[src/sv/color_matrix_4x5_apply_core_defines.svh]
// Assertion helpers for the color matrix RTL.
`ifndef COLOR_MATRIX_4X5_APPLY_CORE_DEFINES_SVH
`define COLOR_MATRIX_4X5_APPLY_CORE_DEFINES_SVH

// Same-cycle implication, checked out of reset.
`define CM45_ASSERT_NOW(label, clk, rst, ante, cons) \
  label: assert property (@(posedge clk) disable iff (rst) (ante) |-> (cons)) \
    else $error("cm45 check failed (same cycle)");

// Next-cycle implication, checked out of reset.
`define CM45_ASSERT_NEXT(label, clk, rst, ante, cons) \
  label: assert property (@(posedge clk) disable iff (rst) (ante) |=> (cons)) \
    else $error("cm45 check failed (next cycle)");

`endif

[src/sv/cm45_pkg.sv]
`timescale 1ns / 1ps
package cm45_pkg;

  localparam int CHAN_W  = 8;
  localparam int COEF_W  = 16;
  localparam int PROD_W  = 24;
  localparam int ACC_W   = 27;
  localparam int FRAC_W  = 12;
  localparam int NUM_CH  = 4;
  localparam int ROW_W   = 64;
  localparam int IDX_W   = 3;

  typedef logic [CHAN_W-1:0]              chan_t;
  typedef chan_t [NUM_CH-1:0]             pix_t;
  typedef logic [ROW_W-1:0]               row_t;
  typedef logic signed [COEF_W-1:0]       coef_t;
  typedef logic signed [PROD_W-1:0]       prod_t;
  typedef logic signed [ACC_W-1:0]        acc_t;
  typedef acc_t [NUM_CH-1:0]              acc_vec_t;

  typedef struct packed {
    logic en_mul;
    logic en_sum;
    logic en_out;
  } pipe_ctl_t;

  localparam logic [IDX_W-1:0] REG_ROW_BLUE  = 3'd0;
  localparam logic [IDX_W-1:0] REG_ROW_GREEN = 3'd1;
  localparam logic [IDX_W-1:0] REG_ROW_RED   = 3'd2;
  localparam logic [IDX_W-1:0] REG_ROW_ALPHA = 3'd3;
  localparam logic [IDX_W-1:0] REG_OFFSETS   = 3'd4;

  localparam row_t ROW_BLUE_RST  = 64'h0000_0000_0000_1000;
  localparam row_t ROW_GREEN_RST = 64'h0000_0000_1000_0000;
  localparam row_t ROW_RED_RST   = 64'h0000_1000_0000_0000;
  localparam row_t ROW_ALPHA_RST = 64'h1000_0000_0000_0000;
  localparam row_t OFFSETS_RST   = 64'h0000_0000_0000_0000;

  localparam logic [FRAC_W-1:0] ROUND_HALF = 12'h800;
  localparam chan_t             CHAN_MAX   = 8'hFF;

  // Round to nearest, ties to even, then clamp to 0..255.
  function automatic chan_t round_sat(acc_t acc);
    logic [ACC_W-FRAC_W-1:0] q;
    logic [FRAC_W-1:0]       rem;
    logic                    up;
    logic [ACC_W-FRAC_W:0]   qr;
    q   = acc[ACC_W-1:FRAC_W];
    rem = acc[FRAC_W-1:0];
    up  = (rem > ROUND_HALF) || ((rem == ROUND_HALF) && q[0]);
    qr  = {1'b0, q} + (ACC_W-FRAC_W+1)'(up);
    if (acc[ACC_W-1]) begin
      return '0;
    end else if (qr > (ACC_W-FRAC_W+1)'(CHAN_MAX)) begin
      return CHAN_MAX;
    end else begin
      return qr[CHAN_W-1:0];
    end
  endfunction

endpackage

[src/sv/cm45_lane.sv]
`timescale 1ns / 1ps
module cm45_lane
  import cm45_pkg::*;
(
  input  logic      clk,
  input  pipe_ctl_t ctl,
  input  row_t      coefs,
  input  coef_t     offset,
  input  pix_t      pix,
  output acc_t      acc
);

  prod_t [NUM_CH-1:0] prod;
  coef_t              offset_q;
  acc_t               sum;

  // Stage 1: four coefficient x channel products.
  always_ff @(posedge clk) begin
    if (ctl.en_mul) begin
      for (int c = 0; c < NUM_CH; c++) begin
        prod[c] <= PROD_W'($signed(coefs[c*COEF_W +: COEF_W]) *
                           $signed({1'b0, pix[c]}));
      end
      offset_q <= offset;
    end
  end

  always_comb begin
    sum = ACC_W'($signed({offset_q, 8'h00}));
    for (int c = 0; c < NUM_CH; c++) begin
      sum = sum + ACC_W'(prod[c]);
    end
  end

  // Stage 2: accumulate with offset (12 fraction bits).
  always_ff @(posedge clk) begin
    if (ctl.en_sum) begin
      acc <= sum;
    end
  end

endmodule

[config.mk]
export PLATFORM = sky130hd
export DESIGN_NAME = cm45_lane
export DESIGN_NICKNAME = d
export VERILOG_FILES = /design/src/sv/color_matrix_4x5_apply_core_defines.svh /design/src/sv/cm45_pkg.sv /design/src/sv/cm45_lane.sv
export SDC_FILE = /design/constraint.sdc
export NUM_CORES = 2
export LEC_CHECK = 0
export ABC_AREA = 1
export ABC_CLOCK_PERIOD_IN_PS = 5600
export BUFFER_PORTS_ARGS = -buffer_cell sky130_fd_sc_hd__buf_2
export CAP_MARGIN = 25
export CORE_ASPECT_RATIO = 1.5
export CORE_MARGIN = 5
export CORE_UTILIZATION = 60
export DETAILED_ROUTE_END_ITERATION = 7
export PLACE_DENSITY = 0.85
export SLEW_MARGIN = 15
export SYNTH_ARGS = -nofsm -noshare
export SYNTH_HDL_FRONTEND = slang
export SYNTH_SLANG_ARGS = --single-unit
export TNS_END_PERCENT = 5
[constraint.sdc]
create_clock -name clk -period 5.6 [get_ports clk]
set_input_delay 0.28 -clock clk [delete_from_list [all_inputs] [get_ports clk]]
set_output_delay 0.28 -clock clk [all_outputs]
set_load 0.005 [all_outputs]
==> reports/metrics.cfg <==
[sta]
tightest_slew_ns = 1.03
tns_ns = 0
drv_slew = 0
relSlewSlack_pct = 31.4
timing.fmax_mhz = 236
fin_crit_sh_pct = 75.5
skew_ns = 0.00899
rsz0062_at_grt = false
period_minus_slack_ns = 4.23
timing.final.hold_violations = 0
finalSetupViolations = 0

[final_layout]
fin_cells = 4390
diodes = 0
area_delta_synth_final_pct = 5.59
nets = 4586
drive_gt1_share_pct = 5.22

[yosys]
synth.distinct_cells = 29
synth_area_leader_cell = fa_1
synth_top_area_share_pct = 33.3
ys_seq_area_share_pct = 14.9
async_flop_share_pct = 0
ys_top_cells_by_area = fa_1 33%, inv_1 17%, edfxtp_1 15%
synth_flop_cell = edfxtp_1
syn_nets = 4553
syn_inst = 3750
synth.most_common_cell = inv_1
ys.warnings.count = 0
ys_ff_latch = 139
syn_area_sq_um = 28100
synthTopCellsByCount = 1246 x inv_1, 1094 x nand2_1, 467 x fa_1
synth-edff-count = 139
syn_area_per_cell_sq_um = 7.48

[cts]
clock-sinks = 139
numCtsBuffers = 17
cts_setup_buffers = 0
insertion_delay_ns = 0.44
ctsResizeCount = 0
clockBufferDepth = 2
htree_levels = 4
cts_root_buffer = clkbuf_16
clk_pin_slew_worst_paths_ns = 0.07
cts_tree = built
ctsHoldBuffers = 0

[setup_path]
cp_data_required_time_ns = 5.79
slowest_delay_ns = 0.73
worstPathArrival_ns = 4.42
crit_top_cell = fa_1
start_kind = primary input
crit_path_max_fanout = 16
cpMaxStageDelayCell = fa_1
path_cells = buf_2 -> nand2_1 -> fa_1 -> inv_1 -> fa_1 -> inv_1 -> fa_1 -> fa_1 -> inv_1 -> ha_1 -> nand2_1 -> nor3_2 -> nand3_1 -> nand3_1 -> nand2_1
critical-path-top-delay-family = adder cells
worstSetupPathType = primary input to flop
crit_buf_inv = 4
end_kind = flop

[floorplan]
die_h_um = 275
die-area_sq_um = 51300
die_w_um = 187
core_area_sq_um = 46500
io_pins = 143
initial_core_util_pct = 60.4
rows = 97

[routing]
firstDrtPassIters = 6
vias_per_cell = 5.12
vias = 22500
drc = 0
first_iter_violations = 1361
ant_nets = 0
wl_per_cell_um = 14.5
wirelength_mm = 63.8

[placed_design]
port_buffers = 141
placedCellCount = 4358
place.gp.congestion = 0.964
hpwl_mm = 54.4

[global_route]
grt_pass1_wl_mm = 108
antenna_found_initial = 0
grt_start_max_net_pins = 83
grt_usage_pct = 25.7
grt_overflow_total = 0
grt_pass1_vias = 23900

[run]
max_cap_viol_count = 0

[run_status]
status = completed

[min_path]
hold_path_class = primary input to flop

-- registers in the layout, summed over array words and instances, names as in the netlist --
register,count
prod,96
acc,27
offset_q,16
-- kinds of logic (layout without fill, tap and decap cells) --
| family | Yosys count | in the layout | share of synthesized area, % |
|---|---|---|---|
| compound gates | 98 | 98 | 1.88 |
| xor+xnor | 64 | 64 | 2.00 |
| fa+ha+maj | 687 | 687 | 43.1 |
| buf+inv | 1375 | 1421 | 18.4 |
| flops | 139 | 139 | 14.9 |
| simple gates | 1387 | 1387 | 19.7 |
-- final timing paths --
path / slack (ns) / to / cells after the start / startpoint
worst max-delay path: 1.37 / prod[23]$_DFFE_PP_ / 15 / pix[0]
worst min-delay path: 0.02 / offset_q[2]$_DFFE_PP_ / 1 / offset[2]
worst max register to register: 1.90 / acc[14]$_DFFE_PP_ / 14 / prod[9]$_DFFE_PP_
worst min register to register: 0.57 / acc[0]$_DFFE_PP_ / 1 / prod[72]$_DFFE_PP_
-- per-stage QoR --
stage / instance area, sq um / worst slack [ns] / hold slack, ns / utilization (%)
3_5_place_dp: 29000 / 0.925 / 0.459 / 62.5
5_1_grt: 29600 / 1.12 / 0.0101 / 63.8
4_1_cts: 29600 / 1.36 / 0.00568 / 63.8
6_report: 29600 / 1.37 / 0.0201 / 63.8
2_1_floorplan: 28100 / 1.28 / 0.379 / -
3_3_place_gp: 29000 / 0.984 / 0.459 / 62.5
-- cells in the final DEF (no fill, tap or decap) --
| cell | synthesis | routed |
|---|---|---|
| a21o_1 | 5 | 5 |
| a21oi_1 | 73 | 73 |
| a21oi_2 | 1 | 1 |
| and2_1 | 5 | 5 |
| buf_2 | 0 | 140 |
| buf_4 | 0 | 2 |
| bufinv_16 | 0 | 2 |
| clkbuf_1 | 116 | 1 |
| clkbuf_16 | 0 | 17 |
| clkinv_1 | 0 | 1 |
| clkinv_4 | 0 | 3 |
| clkinvlp_4 | 0 | 2 |
| edfxtp_1 | 139 | 139 |
| fa_1 | 467 | 467 |
| ha_1 | 220 | 220 |
| inv_1 | 1246 | 1246 |
| inv_2 | 1 | 1 |
| inv_6 | 0 | 4 |
| inv_8 | 0 | 2 |
| nand2_1 | 1094 | 1094 |
| nand2_2 | 9 | 9 |
| nand3_1 | 106 | 106 |
| nand3_2 | 4 | 4 |
| nand3b_1 | 7 | 7 |
| nand4_1 | 24 | 24 |
| nor2_1 | 121 | 121 |
| nor2_2 | 7 | 7 |
| nor3_1 | 3 | 3 |
| nor3_2 | 2 | 2 |
| nor3_4 | 1 | 1 |
| nor4_1 | 3 | 3 |
| o211ai_2 | 1 | 1 |
| o21ai_0 | 13 | 13 |
| o21bai_1 | 5 | 5 |
| or2_1 | 1 | 1 |
| xnor2_1 | 9 | 9 |
| xor2_1 | 55 | 55 |
-- cell type report --
| class | count | area [sq um] |
|---|---|---|
| well taps | 594 | 743 |
| clock buffers | 18 | 429 |
| multi-input cells | 2236 | 18700 |
| clock inverters | 14 | 163 |
| repair buffers | 142 | 716 |
| flip-flops and latches | 139 | 4170 |
| fillers | 3820 | 16800 |
| inverters | 1247 | 4680 |
-- routing by layer --
layer,share of wire (%),routed length [um],track usage [%],up-vias
li1,-,-,-,10600
met1,34,21900,26.6,10800
met2,55,35000,50.3,796
met5,0,0,0,-
met3,4.9,3130,2.82,263
met4,5.9,3780,13.8,0
Power is not shown: default switching activity piles up to over one toggle a cycle in this logic, so the estimate is an artifact.
