**config.mk**
```make
export PLATFORM = sky130hd
export DESIGN_NAME = cm45_merge
export DESIGN_NICKNAME = d
export VERILOG_FILES = /design/src/sv/color_matrix_4x5_apply_core_defines.svh /design/src/sv/cm45_pkg.sv /design/src/sv/cm45_merge.sv
export SDC_FILE = /design/constraint.sdc
export NUM_CORES = 1
export LEC_CHECK = 0
export ABC_AREA = 1
export BUFFER_PORTS_ARGS = -buffer_cell sky130_fd_sc_hd__buf_2
export CORE_UTILIZATION = 35
export DETAILED_ROUTE_END_ITERATION = 7
export PLACE_DENSITY = 0.68
export RECOVER_POWER = 50
export REMOVE_ABC_BUFFERS = 1
export SLEW_MARGIN = 5
export SYNTH_ARGS = -nofsm -noshare
export SYNTH_HDL_FRONTEND = slang
export SYNTH_SLANG_ARGS = --single-unit
export TNS_END_PERCENT = 5
```
**constraint.sdc**
```tcl
create_clock -name clk -period 3 [get_ports clk]
set_clock_uncertainty 0.15 [all_clocks]
set_input_delay 0.3 -clock clk [delete_from_list [all_inputs] [get_ports clk]]
set_output_delay 0.3 -clock clk [all_outputs]
set_load 0.03 [all_outputs]
```
**src/sv/color_matrix_4x5_apply_core_defines.svh**
```systemverilog
// Assertion helpers for the color matrix RTL.
`ifndef COLOR_MATRIX_4X5_APPLY_CORE_DEFINES_SVH
`define COLOR_MATRIX_4X5_APPLY_CORE_DEFINES_SVH

// Same-cycle implication, checked out of reset.
`define CM45_ASSERT_NOW(label, clk, rst, ante, cons) \
  label: assert property (@(posedge clk) disable iff (rst) (ante) |-> (cons)) \
    else $error("cm45 check failed (same cycle)");

// Next-cycle implication, checked out of reset.
`define CM45_ASSERT_NEXT(label, clk, rst, ante, cons) \
  label: assert property (@(posedge clk) disable iff (rst) (ante) |=> (cons)) \
    else $error("cm45 check failed (next cycle)");

`endif

```
**src/sv/cm45_pkg.sv**
```systemverilog
`timescale 1ns / 1ps
package cm45_pkg;

  localparam int CHAN_W  = 8;
  localparam int COEF_W  = 16;
  localparam int PROD_W  = 24;
  localparam int ACC_W   = 27;
  localparam int FRAC_W  = 12;
  localparam int NUM_CH  = 4;
  localparam int ROW_W   = 64;
  localparam int IDX_W   = 3;

  typedef logic [CHAN_W-1:0]              chan_t;
  typedef chan_t [NUM_CH-1:0]             pix_t;
  typedef logic [ROW_W-1:0]               row_t;
  typedef logic signed [COEF_W-1:0]       coef_t;
  typedef logic signed [PROD_W-1:0]       prod_t;
  typedef logic signed [ACC_W-1:0]        acc_t;
  typedef acc_t [NUM_CH-1:0]              acc_vec_t;

  typedef struct packed {
    logic en_mul;
    logic en_sum;
    logic en_out;
  } pipe_ctl_t;

  localparam logic [IDX_W-1:0] REG_ROW_BLUE  = 3'd0;
  localparam logic [IDX_W-1:0] REG_ROW_GREEN = 3'd1;
  localparam logic [IDX_W-1:0] REG_ROW_RED   = 3'd2;
  localparam logic [IDX_W-1:0] REG_ROW_ALPHA = 3'd3;
  localparam logic [IDX_W-1:0] REG_OFFSETS   = 3'd4;

  localparam row_t ROW_BLUE_RST  = 64'h0000_0000_0000_1000;
  localparam row_t ROW_GREEN_RST = 64'h0000_0000_1000_0000;
  localparam row_t ROW_RED_RST   = 64'h0000_1000_0000_0000;
  localparam row_t ROW_ALPHA_RST = 64'h1000_0000_0000_0000;
  localparam row_t OFFSETS_RST   = 64'h0000_0000_0000_0000;

  localparam logic [FRAC_W-1:0] ROUND_HALF = 12'h800;
  localparam chan_t             CHAN_MAX   = 8'hFF;

  // Round to nearest, ties to even, then clamp to 0..255.
  function automatic chan_t round_sat(acc_t acc);
    logic [ACC_W-FRAC_W-1:0] q;
    logic [FRAC_W-1:0]       rem;
    logic                    up;
    logic [ACC_W-FRAC_W:0]   qr;
    q   = acc[ACC_W-1:FRAC_W];
    rem = acc[FRAC_W-1:0];
    up  = (rem > ROUND_HALF) || ((rem == ROUND_HALF) && q[0]);
    qr  = {1'b0, q} + (ACC_W-FRAC_W+1)'(up);
    if (acc[ACC_W-1]) begin
      return '0;
    end else if (qr > (ACC_W-FRAC_W+1)'(CHAN_MAX)) begin
      return CHAN_MAX;
    end else begin
      return qr[CHAN_W-1:0];
    end
  endfunction

endpackage

```
**src/sv/cm45_merge.sv**
```systemverilog
`timescale 1ns / 1ps
module cm45_merge
  import cm45_pkg::*;
(
  input  logic      clk,
  input  pipe_ctl_t ctl,
  input  acc_vec_t  acc,
  output pix_t      pix
);

  always_ff @(posedge clk) begin
    if (ctl.en_out) begin
      for (int r = 0; r < NUM_CH; r++) begin
        pix[r] <= round_sat(acc[r]);
      end
    end
  end

endmodule

```
==> results of run 1 <==
per-layer routing:
layer / part of all wire (%) / up-vias / GRT usage (%)
met5: 0 / - / 0
met4: 1.5 / 0 / 4.78
met3: 5.6 / 8 / 3.70
met2: 52 / 80 / 28.7
met1: 41 / 1020 / 15.5
li1: - / 1325 / -
cell type report:
cell class / instances / share of cell area (%)
Sequential cell: 32 / 29.2
Multi-Input combinational cell: 234 / 37.3
Tap cell: 77 / 2.93
Clock inverter: 3 / 0.570
Clock buffer: 5 / 2.09
Inverter: 63 / 7.18
Timing Repair Buffer: 141 / 20.8
power groups by stage:
stage | registers, uW | logic [uW] | clock network [uW]
5_1_grt | 544 | 333 | 350
4_1_cts | 540 | 308 | 328
3_3_place_gp | 549 | 303 | 0
3_5_place_dp | 549 | 308 | 0
6_report | 541 | 300 | 315
2_1_floorplan | 625 | 93.2 | 0
synth_stat cells:
master | count | area share [%]
inv_1 | 60 | 9.3
xor2_1 | 14 | 5.1
and2_0 | 3 | 0.77
o21bai_1 | 1 | 0.31
nand3_2 | 1 | 0.41
nand4_1 | 2 | 0.52
or2_2 | 4 | 1.0
a21oi_2 | 1 | 0.36
nand2_1 | 90 | 14
inv_2 | 2 | 0.31
nor3b_1 | 3 | 0.93
xnor2_1 | 9 | 3.3
nand2_2 | 8 | 2.1
and3b_1 | 1 | 0.36
nand4_2 | 1 | 0.52
nor2_4 | 3 | 1.4
clkinv_1 | 1 | 0.15
nor3_1 | 6 | 1.2
nand3b_1 | 4 | 1.2
o21ai_2 | 2 | 0.72
and2_1 | 1 | 0.26
ha_1 | 4 | 2.1
a21oi_1 | 1 | 0.21
o21ai_0 | 1 | 0.21
edfxtp_1 | 32 | 40
nor2_1 | 34 | 5.3
nor2_2 | 5 | 1.3
nand3_1 | 35 | 7.2
placed cells by master (no fill, tap or decap):
master,synthesis,layout
clkinv_4,0,1
nor2_2,5,5
a21oi_1,1,1
nand2_1,90,90
buf_2,0,124
nor2_4,3,3
o21bai_1,1,1
nand4_1,2,2
clkinv_1,1,1
xnor2_1,9,9
o21ai_2,2,2
a21oi_2,1,1
clkbuf_8,0,5
xor2_1,14,14
inv_1,60,60
or2_2,4,4
edfxtp_1,32,32
clkbuf_1,0,17
nor2_1,34,34
and3b_1,1,1
nand2_2,8,8
nand3b_1,4,4
and2_0,3,3
clkinv_2,0,2
and2_1,1,1
nand3_1,35,35
inv_2,2,2
nand4_2,1,1
nor3_1,6,6
o21ai_0,1,1
nor3b_1,3,3
nand3_2,1,1
ha_1,4,4
final timing paths:
path,start,to,slack (ns)
worst max-delay path,ctl[0],pix[14],1.25
worst min-delay path,acc[80],pix[16],0.18
kinds of logic after synthesis:
kind of cell             Yosys count  share of synthesized area [%]
AND/OR/NAND/NOR                  201                           38.4
buffers and inverters             63                           9.75
flip-flops                        32                           39.6
XOR/XNOR                          23                           8.31
AO/OA/AOI/OAI                      6                           1.81
adder cells (fa/ha/maj)            4                           2.06
metrics by stage:
step,hold slack [ns],setup slack (ns)
2_1_floorplan,0.262,1.27
4_1_cts,0.172,1.24
3_3_place_gp,0.469,1.04
6_report,0.182,1.25
3_5_place_dp,0.471,0.945
5_1_grt,0.172,1.11
==> metrics.md, run 1 <==
| Metric | Value |
|---|---|
| Pre-antenna DRT Iters | `4` |
| PD cells | `351 mW/mm2` |
| Gate count after technology mapping | `329` |
| Cell family contributing the most delay on the critical path | `buffers and inverters` |
| Type of the setup path with the least slack | `input port to flop` |
| Antenna violations before repair | `0` |
| Area occupied by multi-input gates | `0.00123 mm2` |
| Area Overhead vs Synth | `35.8%` |
| Clock tree root buffer cell | `clkbuf_8` |
| Final Power | `1160 uW` |
| Cell row count | `29` |
| Routed wirelength normalized by instance count | `9.08 um` |
| Post-synthesis register bit count | `32` |
| Largest regs | `pix x32` |
| Sum of negative setup slack | `0 ns` |
| Maximum single-stage delay on the critical path | `1.17 ns` |
| IO Pins | `144` |
| Depth of the CTS H-tree | `2` |
| Iteration-0 DRC count of the detailed router | `38` |
| Post-Place Cell Area | `0.00323 mm2` |
| Final standard cell area without fillers | `0.00329 mm2` |
| Fraction of power consumed by sequential logic | `46.8%` |
| CTS clock-pin slew for the worst setup and hold paths | `0.06 ns` |
| Buffers from clock root to sink, at most | `2` |
| Number of global-route vias before repair | `2238` |
| Number of vias per cell | `4.38` |
| Setup-failing EPs final | `0` |
| Cell depth of the worst setup path | `1` |
| Number of non-filler instances in the completed layout | `555` |
| Pleak | `0.00172 uW` |
| Run status | `complete, but fails checks` |
| Count of nets after finishing | `593` |
| Worst slew slack as a fraction of its limit | `-9.86%` |
| Critical path data arrival time | `1.48 ns` |
| Detailed-route DRC error count | `0` |
| RSZ-0062 raised after global routing | `no` |
| DRT antenna net count | `0` |
| Chain of cells forming the critical path | `clkbuf_1` |
| Gpl congestion | `0.795` |
| Register with the most flip-flops | `pix` |
| Post-route core utilization | `50.4%` |
| Part of the cycle the worst path needs | `58.4%` |
| Share of final-layout standard cells stronger than drive strength 1 | `33.3%` |
| Flip-flop count of the largest register, all copies and words added | `32` |
| Placed insts | `547` |
| Number of library cell types mapped by synthesis | `28` |
| Worst setup EP type | `flop` |
| Mean instance size in the synthesized netlist | `7.37 um2` |
| Net switching power | `349 uW` |
| Clock net sink count | `32` |
| Startpoint kind of the worst setup timing path | `input port` |
| Gr usage total | `14.8%` |
| Die footprint | `0.00727 mm2` |
| Max stage delay cell, worst path | `clkbuf_1` |
| Final wirelength | `5040 um` |
| Violated checks | `capacitance limit, slew limit` |
| Pin count of the biggest net entering global routing | `33` |
| Switching part of the total | `30.2%` |
| Die span in x | `85.2 um` |
| Cell depth of the worst min-delay path | `2` |
| TritonCTS clock tree | `yes` |
| Post-synthesis sequential area ratio | `39.6%` |
| Path class of the lowest-slack min-delay path | `input port to flop` |
| Combinational group share of total power | `25.9%` |
| Required time at the endpoint of the critical path | `2.73 ns` |
| Final Hold Fails | `0` |
| Initial core utilization | `37.1%` |
| Diodes inserted | `0` |
| PortBufs | `141` |
| Min cycle time layout | `1.75 ns` |
| Internal | `807 uW` |
| Leftover overflow at the end of global routing | `0` |
| Maximum fanout encountered on the critical timing path | `32` |
| Core Box Area | `0.00653 mm2` |
| Number of CTS-inserted buffers | `5` |
| Wire length of the first global-routing pass | `8770 um` |
| Netlist Area Pre-Place | `0.00242 mm2` |
| Overall die height | `85.2 um` |
| Slew at the pin with the worst max-slew slack | `1.65 ns` |
| Number of warnings issued by yosys | `0` |
| Hold buffer count at CTS | `0` |
| Number of buffer and inverter instances along the worst setup path | `1` |
| Filler Cell Count | `683` |
| Flip-flop and latch area | `961 um2` |
| Placed wire-length estimate | `4320 um` |
| Maximum capacitance violations | `1` |
| DR vias | `2433` |
| Post-cts repair resize count | `0` |
| Max Clock Freq | `571 MHz` |
| Post-CTS Repair Setup Buffers | `0` |
| Clock network fraction of total power | `27.3%` |
| Number of slew-limit violations in the final report | `33` |
| IR Drop Worst-Case VDD | `139 uV` |
No activity file was read; power rests on OpenSTA's default activity.
==> inputs of run 2 (changes only) <==
--- a/config.mk
+++ b/config.mk
@@ -5,11 +5,11 @@
 export SDC_FILE = /design/constraint.sdc
 export NUM_CORES = 1
 export LEC_CHECK = 0
-export ABC_AREA = 1
+export ABC_AREA = 0
 export BUFFER_PORTS_ARGS = -buffer_cell sky130_fd_sc_hd__buf_2
 export CORE_UTILIZATION = 35
 export DETAILED_ROUTE_END_ITERATION = 7
-export PLACE_DENSITY = 0.68
+export PLACE_DENSITY = 0.74
 export RECOVER_POWER = 50
 export REMOVE_ABC_BUFFERS = 1
 export SLEW_MARGIN = 5
==> constraint.sdc (replaced) <==
create_clock -name clk -period 1.6 [get_ports clk]
set_clock_uncertainty 0.15 [all_clocks]
set_input_delay 0.16 -clock clk [delete_from_list [all_inputs] [get_ports clk]]
set_output_delay 0.16 -clock clk [all_outputs]
set_load 0.03 [all_outputs]
==> run 2 against run 1 <==
The run ends with setup timing left; first-iteration DRC count grew 2.6%; flip-flop and latch count is the same; cell count shrank 19%; clock-buffer cell count is the same; non-clock buffer count grew 51; sequential share of layout area grew 0.078 points.
==> metrics.md, run 2 <==
| Metric | Value |
|---|---|
| Wire length of the first global-routing pass | `8980 um (+2.4%)` |
| Detailed-route DRC error count | `0 (unchanged)` |
| RSZ-0062 raised after global routing | `yes` |
| Biggest area contributors in the synthesized netlist | `edfxtp_1 48%, a21oi_1 8.0%, xnor2_1 5.7%` |
| Die footprint | `0.00599 mm2 (-18%)` |
| Violated checks | `setup timing` |
| Sum of negative setup slack | `-2.55 ns (-2.55 ns)` |
| Leftover overflow at the end of global routing | `0 (unchanged)` |
| Placed wire-length estimate | `4540 um (+5.0%)` |
| Area Overhead vs Synth | `65.0%` |
| Placed insts | `444 (-19%)` |
| Filler Cell Count | `496 (-27%)` |
| Async set-or-reset flop fraction in the synthesized netlist | `0% (unchanged)` |
| Buffers from clock root to sink, at most | `2 (unchanged)` |
| IO Pins | `144 (unchanged)` |
| TritonCTS clock tree | `yes` |
| Clock tree root buffer cell | `clkbuf_8` |
| Overall die height | `77.4 um (-9.2%)` |
| Post-route core utilization | `59.6% (+9.2 points)` |
| Maximum capacitance violations | `0 (-1)` |
| Number of library cell types mapped by synthesis | `30 (+7.1%)` |
| Required time at the endpoint of the critical path | `1.48 ns (-1.25 ns)` |
| Count of nets after finishing | `495 (-17%)` |
| Antenna violations before repair | `0 (unchanged)` |
| Leading cell type in the layout, fill and taps excluded | `buf_2` |
| Top cells by instance count after synthesis | `32 x a21oi_1, 32 x edfxtp_1, 13 x nand3_1, 13 x xnor2_1, 9 x xor2_1` |
| Area occupied by multi-input gates | `0.00102 mm2 (-17%)` |
| Setup slack after layout | `-0.218 ns (-1.47 ns)` |
| Type of the setup path with the least slack | `input port to flop` |
| DR vias | `2234 (-8.2%)` |
| Post-synthesis sequential area ratio | `48.3% (+8.6 points)` |
| Die span in x | `77.4 um (-9.2%)` |
| PortBufs | `141 (unchanged)` |
| Path class of the lowest-slack min-delay path | `input port to flop` |
| Netlist Area Pre-Place | `0.00199 mm2 (-18%)` |
| Pin count of the biggest net entering global routing | `21 (-36%)` |
| Gpl congestion | `0.797 (+0.18%)` |
| Number of global-route vias before repair | `2182 (-2.5%)` |
| DRT antenna net count | `0 (unchanged)` |
| Number of warnings issued by yosys | `0 (unchanged)` |
| Pre-antenna DRT Iters | `4 (unchanged)` |
| Number of CTS-inserted buffers | `5 (unchanged)` |
| Register with the most flip-flops | `pix` |
| Top library cells by usage in the layout, fill and taps aside | `136 x buf_2, 49 x buf_4, 32 x a21oi_1, 32 x edfxtp_1, 13 x xnor2_1` |
| Startpoint kind of the worst setup timing path | `input port` |
| Critical path data arrival time | `1.70 ns (+0.22 ns)` |
| Diodes inserted | `0 (unchanged)` |
| Mean instance size in the synthesized netlist | `10.8 um2 (+46%)` |
| Number of vias per cell | `4.94 (+13%)` |
| Top_reg_cell synth | `edfxtp_1` |
| PD cells | `716 mW/mm2 (+100%)` |
| Cell row count | `27 (-6.9%)` |
| Final Hold Fails | `0 (unchanged)` |
| Share of final-layout standard cells stronger than drive strength 1 | `54.7% (+21 points)` |
| Pleak | `0.00148 uW (-14%)` |
| Flip-flop and latch area | `961 um2 (unchanged)` |
| Run status | `complete, but fails checks` |
| Clock net sink count | `32 (unchanged)` |
| Initial core utilization | `36.2% (-0.98 points)` |
| Iteration-0 DRC count of the detailed router | `39 (+2.6%)` |
| Gr usage total | `18.7% (+3.9 points)` |
| Worst slew slack as a fraction of its limit | `50.7% (+61 points)` |
| Final Power | `2350 uW (+100%)` |
| Count of flip-flops with a built-in enable after synthesis | `32 (unchanged)` |
| CTS clock-pin slew for the worst setup and hold paths | `0.07 ns (about the same)` |
| Setup-failing EPs final | `24 (+24)` |
| Depth of the CTS H-tree | `2 (unchanged)` |
| Gate count after technology mapping | `185 (-44%)` |
| Number of slew-limit violations in the final report | `0 (-100%)` |
| Synth area leader | `edfxtp_1` |
| Final hold slack | `0.108 ns (-0.0741 ns)` |
| Post-synthesis register bit count | `32 (unchanged)` |
| Min cycle time layout | `1.82 ns` |
| IR Drop Worst-Case VDD | `408 uV (+190%)` |
| Part of the cycle the worst path needs | `114%` |
| Final wirelength | `5430 um (+7.7%)` |
| Worst setup EP type | `flop` |
| Largest regs | `pix x32` |
| Flip-flop count of the largest register, all copies and words added | `32 (unchanged)` |
| Number of non-filler instances in the completed layout | `452 (-19%)` |
| Routed wirelength normalized by instance count | `12.0 um (+32%)` |
| Max Clock Freq | `550 MHz` |
| Yosys top cell area share | `48.3% (+8.6 points)` |
| Core Box Area | `0.00551 mm2 (-16%)` |
| Maximum fanout encountered on the critical timing path | `8 (-75%)` |
| Slew at the pin with the worst max-slew slack | `0.739 ns (-0.908 ns)` |
run 2: cell types whose count changed in the layout (fill, tap and decap cells not counted), moves of 5 or more:
cell	before	now
nor4_1	0	8
inv_1	60	6
a31oi_1	0	5
nand2_1	90	7
nor2_1	34	8
buf_2	124	136
nand2_2	8	0
buf_4	0	49
nand3_1	35	11
xor2_1	14	9
clkbuf_1	17	5
nor2_2	5	0
a21oi_1	1	32
run 2: where the power goes:
group | leakage (uW) | switching, uW | internal, uW | total [uW]
logic | 0.00111 | 338 | 269 | 607
registers | 0.000313 | 15.6 | 997 | 1010
clock network | 0.0000532 | 279 | 453 | 732
run 2: final timing paths:
kind              startpoint      end  slack, ns  cells after the start
setup / recovery     acc[93]  pix[28]      -0.22                      8
hold / removal       acc[53]   pix[8]       0.11                      2
run 2: area by class of cell:
class,count,area share [%]
flip-flops and latches,32,29.3
well taps,72,2.74
clock inverters,3,1.14
clock buffers,5,2.10
multi-input cells,142,31.1
repair buffers,192,33.0
inverters,6,0.686
run 2: routing by layer:
layer  global-route usage [%]  part of all wire (%)  vias to the layer above
met5                        0                     0                        -
li1                         -                     -                     1106
met2                     35.3                    54                       94
met3                     4.82                   6.8                        6
met4                     5.66                   1.1                        0
met1                     20.2                    39                     1028
run 2: cells by family after synthesis:
group	after synthesis	synth area share (%)
simple gates	66	19.3
compound gates	47	16.7
flops	32	48.3
xor+xnor	22	9.68
buf+inv	11	2.07
fa+ha+maj	4	2.51
mux	3	1.51
run 2: what timing repair did:
| item | 4_1_cts | 5_1_grt |
|---|---|---|
| endpoints found under the setup margin | 27 | 32 |
| pin swaps | 3 | 2 |
| hold buffers | 0 | 0 |
| buffers inserted | 0 | 0 |
| resized for setup | 5 | 4 |
run 2: stage by stage:
step | area [um2] | worst slack [ns]
finish | 3280 | -0.218
global route | 3280 | -0.285
CTS | 3290 | -0.217
detailed placement | 3160 | -0.520
global placement | 3160 | -0.449
floorplan | 1970 | -0.398
run 2: critical path: stages:
cell,delay (ns)
buf_2,0.08
and2_1,0.12
ha_1,0.17
nand3_2,0.08
or4b_4,0.50
a2111oi_4,0.30
buf_4,0.21
a21oi_1,0.07
==> inputs of run 3 (changes only) <==
--- a/config.mk
+++ b/config.mk
@@ -9,7 +9,7 @@
 export BUFFER_PORTS_ARGS = -buffer_cell sky130_fd_sc_hd__buf_2
 export CORE_UTILIZATION = 35
 export DETAILED_ROUTE_END_ITERATION = 7
-export PLACE_DENSITY = 0.74
+export PLACE_DENSITY = 0.73
 export RECOVER_POWER = 50
 export REMOVE_ABC_BUFFERS = 1
 export SLEW_MARGIN = 5
==> run 3 against run 2 <==
The flow still finishes with violations (setup timing); clock power down 23%; fmax down 0.25%; flip-flop and latch count is the same; total power decreased by 6.8%; critical path depth unchanged; sequential power about the same; non-clock buffer count grew 1; combinational power increased by 1%; routed wire length increased by 0.52%; design area decreased by 0.19%; cell count did not move; largest power group unchanged.
==> metrics.md, run 3 (synthesis gave the netlist of run 2 again) <==
| Metric | Value |
|---|---|
| Run status | `complete, but fails checks` |
| Violated checks | `setup timing` |
| Part of the cycle the worst path needs | `114% (+0.29 points)` |
| Pleak | `0.00148 uW (+0.30%)` |
| Initial core utilization | `36.2% (unchanged)` |
| RSZ-0062 raised after global routing | `yes` |
| CTS clock-pin slew for the worst setup and hold paths | `0.06 ns (about the same)` |
| Clock tree root buffer cell | `clkbuf_8` |
| Clock net sink count | `32 (unchanged)` |
| Hold buffer count at CTS | `0 (unchanged)` |
| Number of slew-limit violations in the final report | `0 (unchanged)` |
| DR vias | `2213 (-0.94%)` |
| Wire length of the first global-routing pass | `8910 um (-0.77%)` |
| Max Clock Freq | `549 MHz (-0.25%)` |
| Worst slack at placement | `-0.509 ns (+0.0103 ns)` |
| Antenna violations before repair | `0 (unchanged)` |
| Maximum capacitance violations | `0 (unchanged)` |
| Depth of the CTS H-tree | `2 (unchanged)` |
| Leading cell type in the layout, fill and taps excluded | `buf_2` |
| Sum of negative setup slack | `-2.41 ns (+0.147 ns)` |
| Worst slew slack as a fraction of its limit | `46.0% (-4.7 points)` |
| Number of non-filler instances in the completed layout | `452 (unchanged)` |
| Final wirelength | `5460 um (+0.52%)` |
| Final standard cell area without fillers | `0.00328 mm2 (-0.19%)` |
| Pre-antenna DRT Iters | `4 (unchanged)` |
| Setup-failing EPs final | `24 (unchanged)` |
| IO Pins | `144 (unchanged)` |
| Placed wire-length estimate | `4440 um (-2.2%)` |
| Top library cells by usage in the layout, fill and taps aside | `140 x buf_2, 50 x buf_4, 32 x a21oi_1, 32 x edfxtp_1, 13 x xnor2_1` |
| Type of the setup path with the least slack | `input port to flop` |
| TritonCTS clock tree | `yes` |
| IR Drop Worst-Case VDD | `304 uV (-26%)` |
| Number of CTS-inserted buffers | `5 (unchanged)` |
| Path class of the lowest-slack min-delay path | `input port to flop` |
| PD cells | `669 mW/mm2 (-6.6%)` |
| DRT antenna net count | `0 (unchanged)` |
| Number of global-route vias before repair | `2142 (-1.8%)` |
| Area Overhead vs Synth | `64.7%` |
| Critical path data arrival time | `1.69 ns (about the same)` |
| Slew at the pin with the worst max-slew slack | `0.809 ns (+0.0700 ns)` |
| Die span in x | `77.4 um (unchanged)` |
| Gpl congestion | `0.835 (+4.9%)` |
| Number of vias per cell | `4.90 (-0.94%)` |
| Core Box Area | `0.00551 mm2 (unchanged)` |
| Maximum fanout encountered on the critical timing path | `8 (unchanged)` |
| Register with the most flip-flops | `pix` |
| Buffers from clock root to sink, at most | `2 (unchanged)` |
| Largest regs | `pix x32` |
| Worst setup EP type | `flop` |
| Setup slack after layout | `-0.222 ns (-0.00457 ns)` |
| Cell row count | `27 (unchanged)` |
| Min cycle time layout | `1.82 ns (+0.00457 ns)` |
| Post-CTS Repair Setup Buffers | `0 (unchanged)` |
| Diodes inserted | `0 (unchanged)` |
| Share of final-layout standard cells stronger than drive strength 1 | `57.1% (+2.4 points)` |
| PortBufs | `141 (unchanged)` |
| Placed insts | `445 (+0.23%)` |
| Required time at the endpoint of the critical path | `1.47 ns (about the same)` |
| Final Power | `2190 uW (-6.8%)` |
| Count of nets after finishing | `496 (+0.20%)` |
| Iteration-0 DRC count of the detailed router | `68 (+74%)` |
| Detailed-route DRC error count | `0 (unchanged)` |
| Final Hold Fails | `0 (unchanged)` |
| Post-Place Cell Area | `0.00317 mm2 (+0.24%)` |
| Startpoint kind of the worst setup timing path | `input port` |
| Flip-flop count of the largest register, all copies and words added | `32 (unchanged)` |
| Die footprint | `0.00599 mm2 (unchanged)` |
| Routed wirelength normalized by instance count | `12.1 um (+0.52%)` |
| Pin count of the biggest net entering global routing | `33 (+57%)` |
| Overall die height | `77.4 um (unchanged)` |
| Gr usage total | `18.5% (-0.20 points)` |
| Leftover overflow at the end of global routing | `0 (unchanged)` |
run 3: cell types whose count changed in the layout (fill, tap and decap cells not counted), sizes merged:
| cell | change |
|---|---|
| clkinv | -1 |
| buf | +5 |
| clkbuf | -3 |
| bufinv | -1 |
run 3: power by group:
| part | switching [uW] | internal (uW) | leakage, uW |
|---|---|---|---|
| logic | 340 | 276 | 0.00113 |
| clock network | 268 | 295 | 0.0000410 |
| registers | 16.6 | 998 | 0.000313 |
| total | 625 | 1570 | 0.00148 |
run 3: metal layers:
metal	vias up	GRT usage (%)	share of wire, %
met5	-	0	0
met4	0	4.72	0.64
met3	4	3.88	7.9
met2	116	34.2	52
met1	985	21.5	40
li1	1108	-	-
run 3: worst paths after layout:
check / cells past startpoint / slack [ns] / to / startpoint
worst max-delay path: 8 / -0.22 / pix[30] / acc[93]
worst min-delay path: 2 / 0.12 / pix[9] / acc[53]
run 3: metrics by stage:
stage / util, % / hold WS (ns)
2_1_floorplan: - / 0.122
3_3_place_gp: 57.6 / 0.391
4_1_cts: 59.2 / 0.107
6_report: 59.5 / 0.121
3_5_place_dp: 57.6 / 0.397
5_1_grt: 59.5 / 0.130
run 3: area by class of cell:
cell class                 count  area [um2]
tap                           72        90.1
fill                         493        2230
sequential                    32         961
inverter                       6        22.5
timing repair buffer         193        1100
clock buffer                   6        72.6
clock inverter                 1        5.00
multi-input combinational    142        1030
run 3: worst max-delay path, stage by stage:
cell	delay, ns
buf_2	0.09
and2_4	0.14
ha_4	0.12
nand3_2	0.07
or4b_4	0.50
a2111oi_4	0.32
buf_4	0.22
a21oi_1	0.08
run 3: what timing repair did:
item,4_1_cts,5_1_grt
gates resized for setup,4,9
endpoints found under the setup margin,28,32
pin swaps,3,3
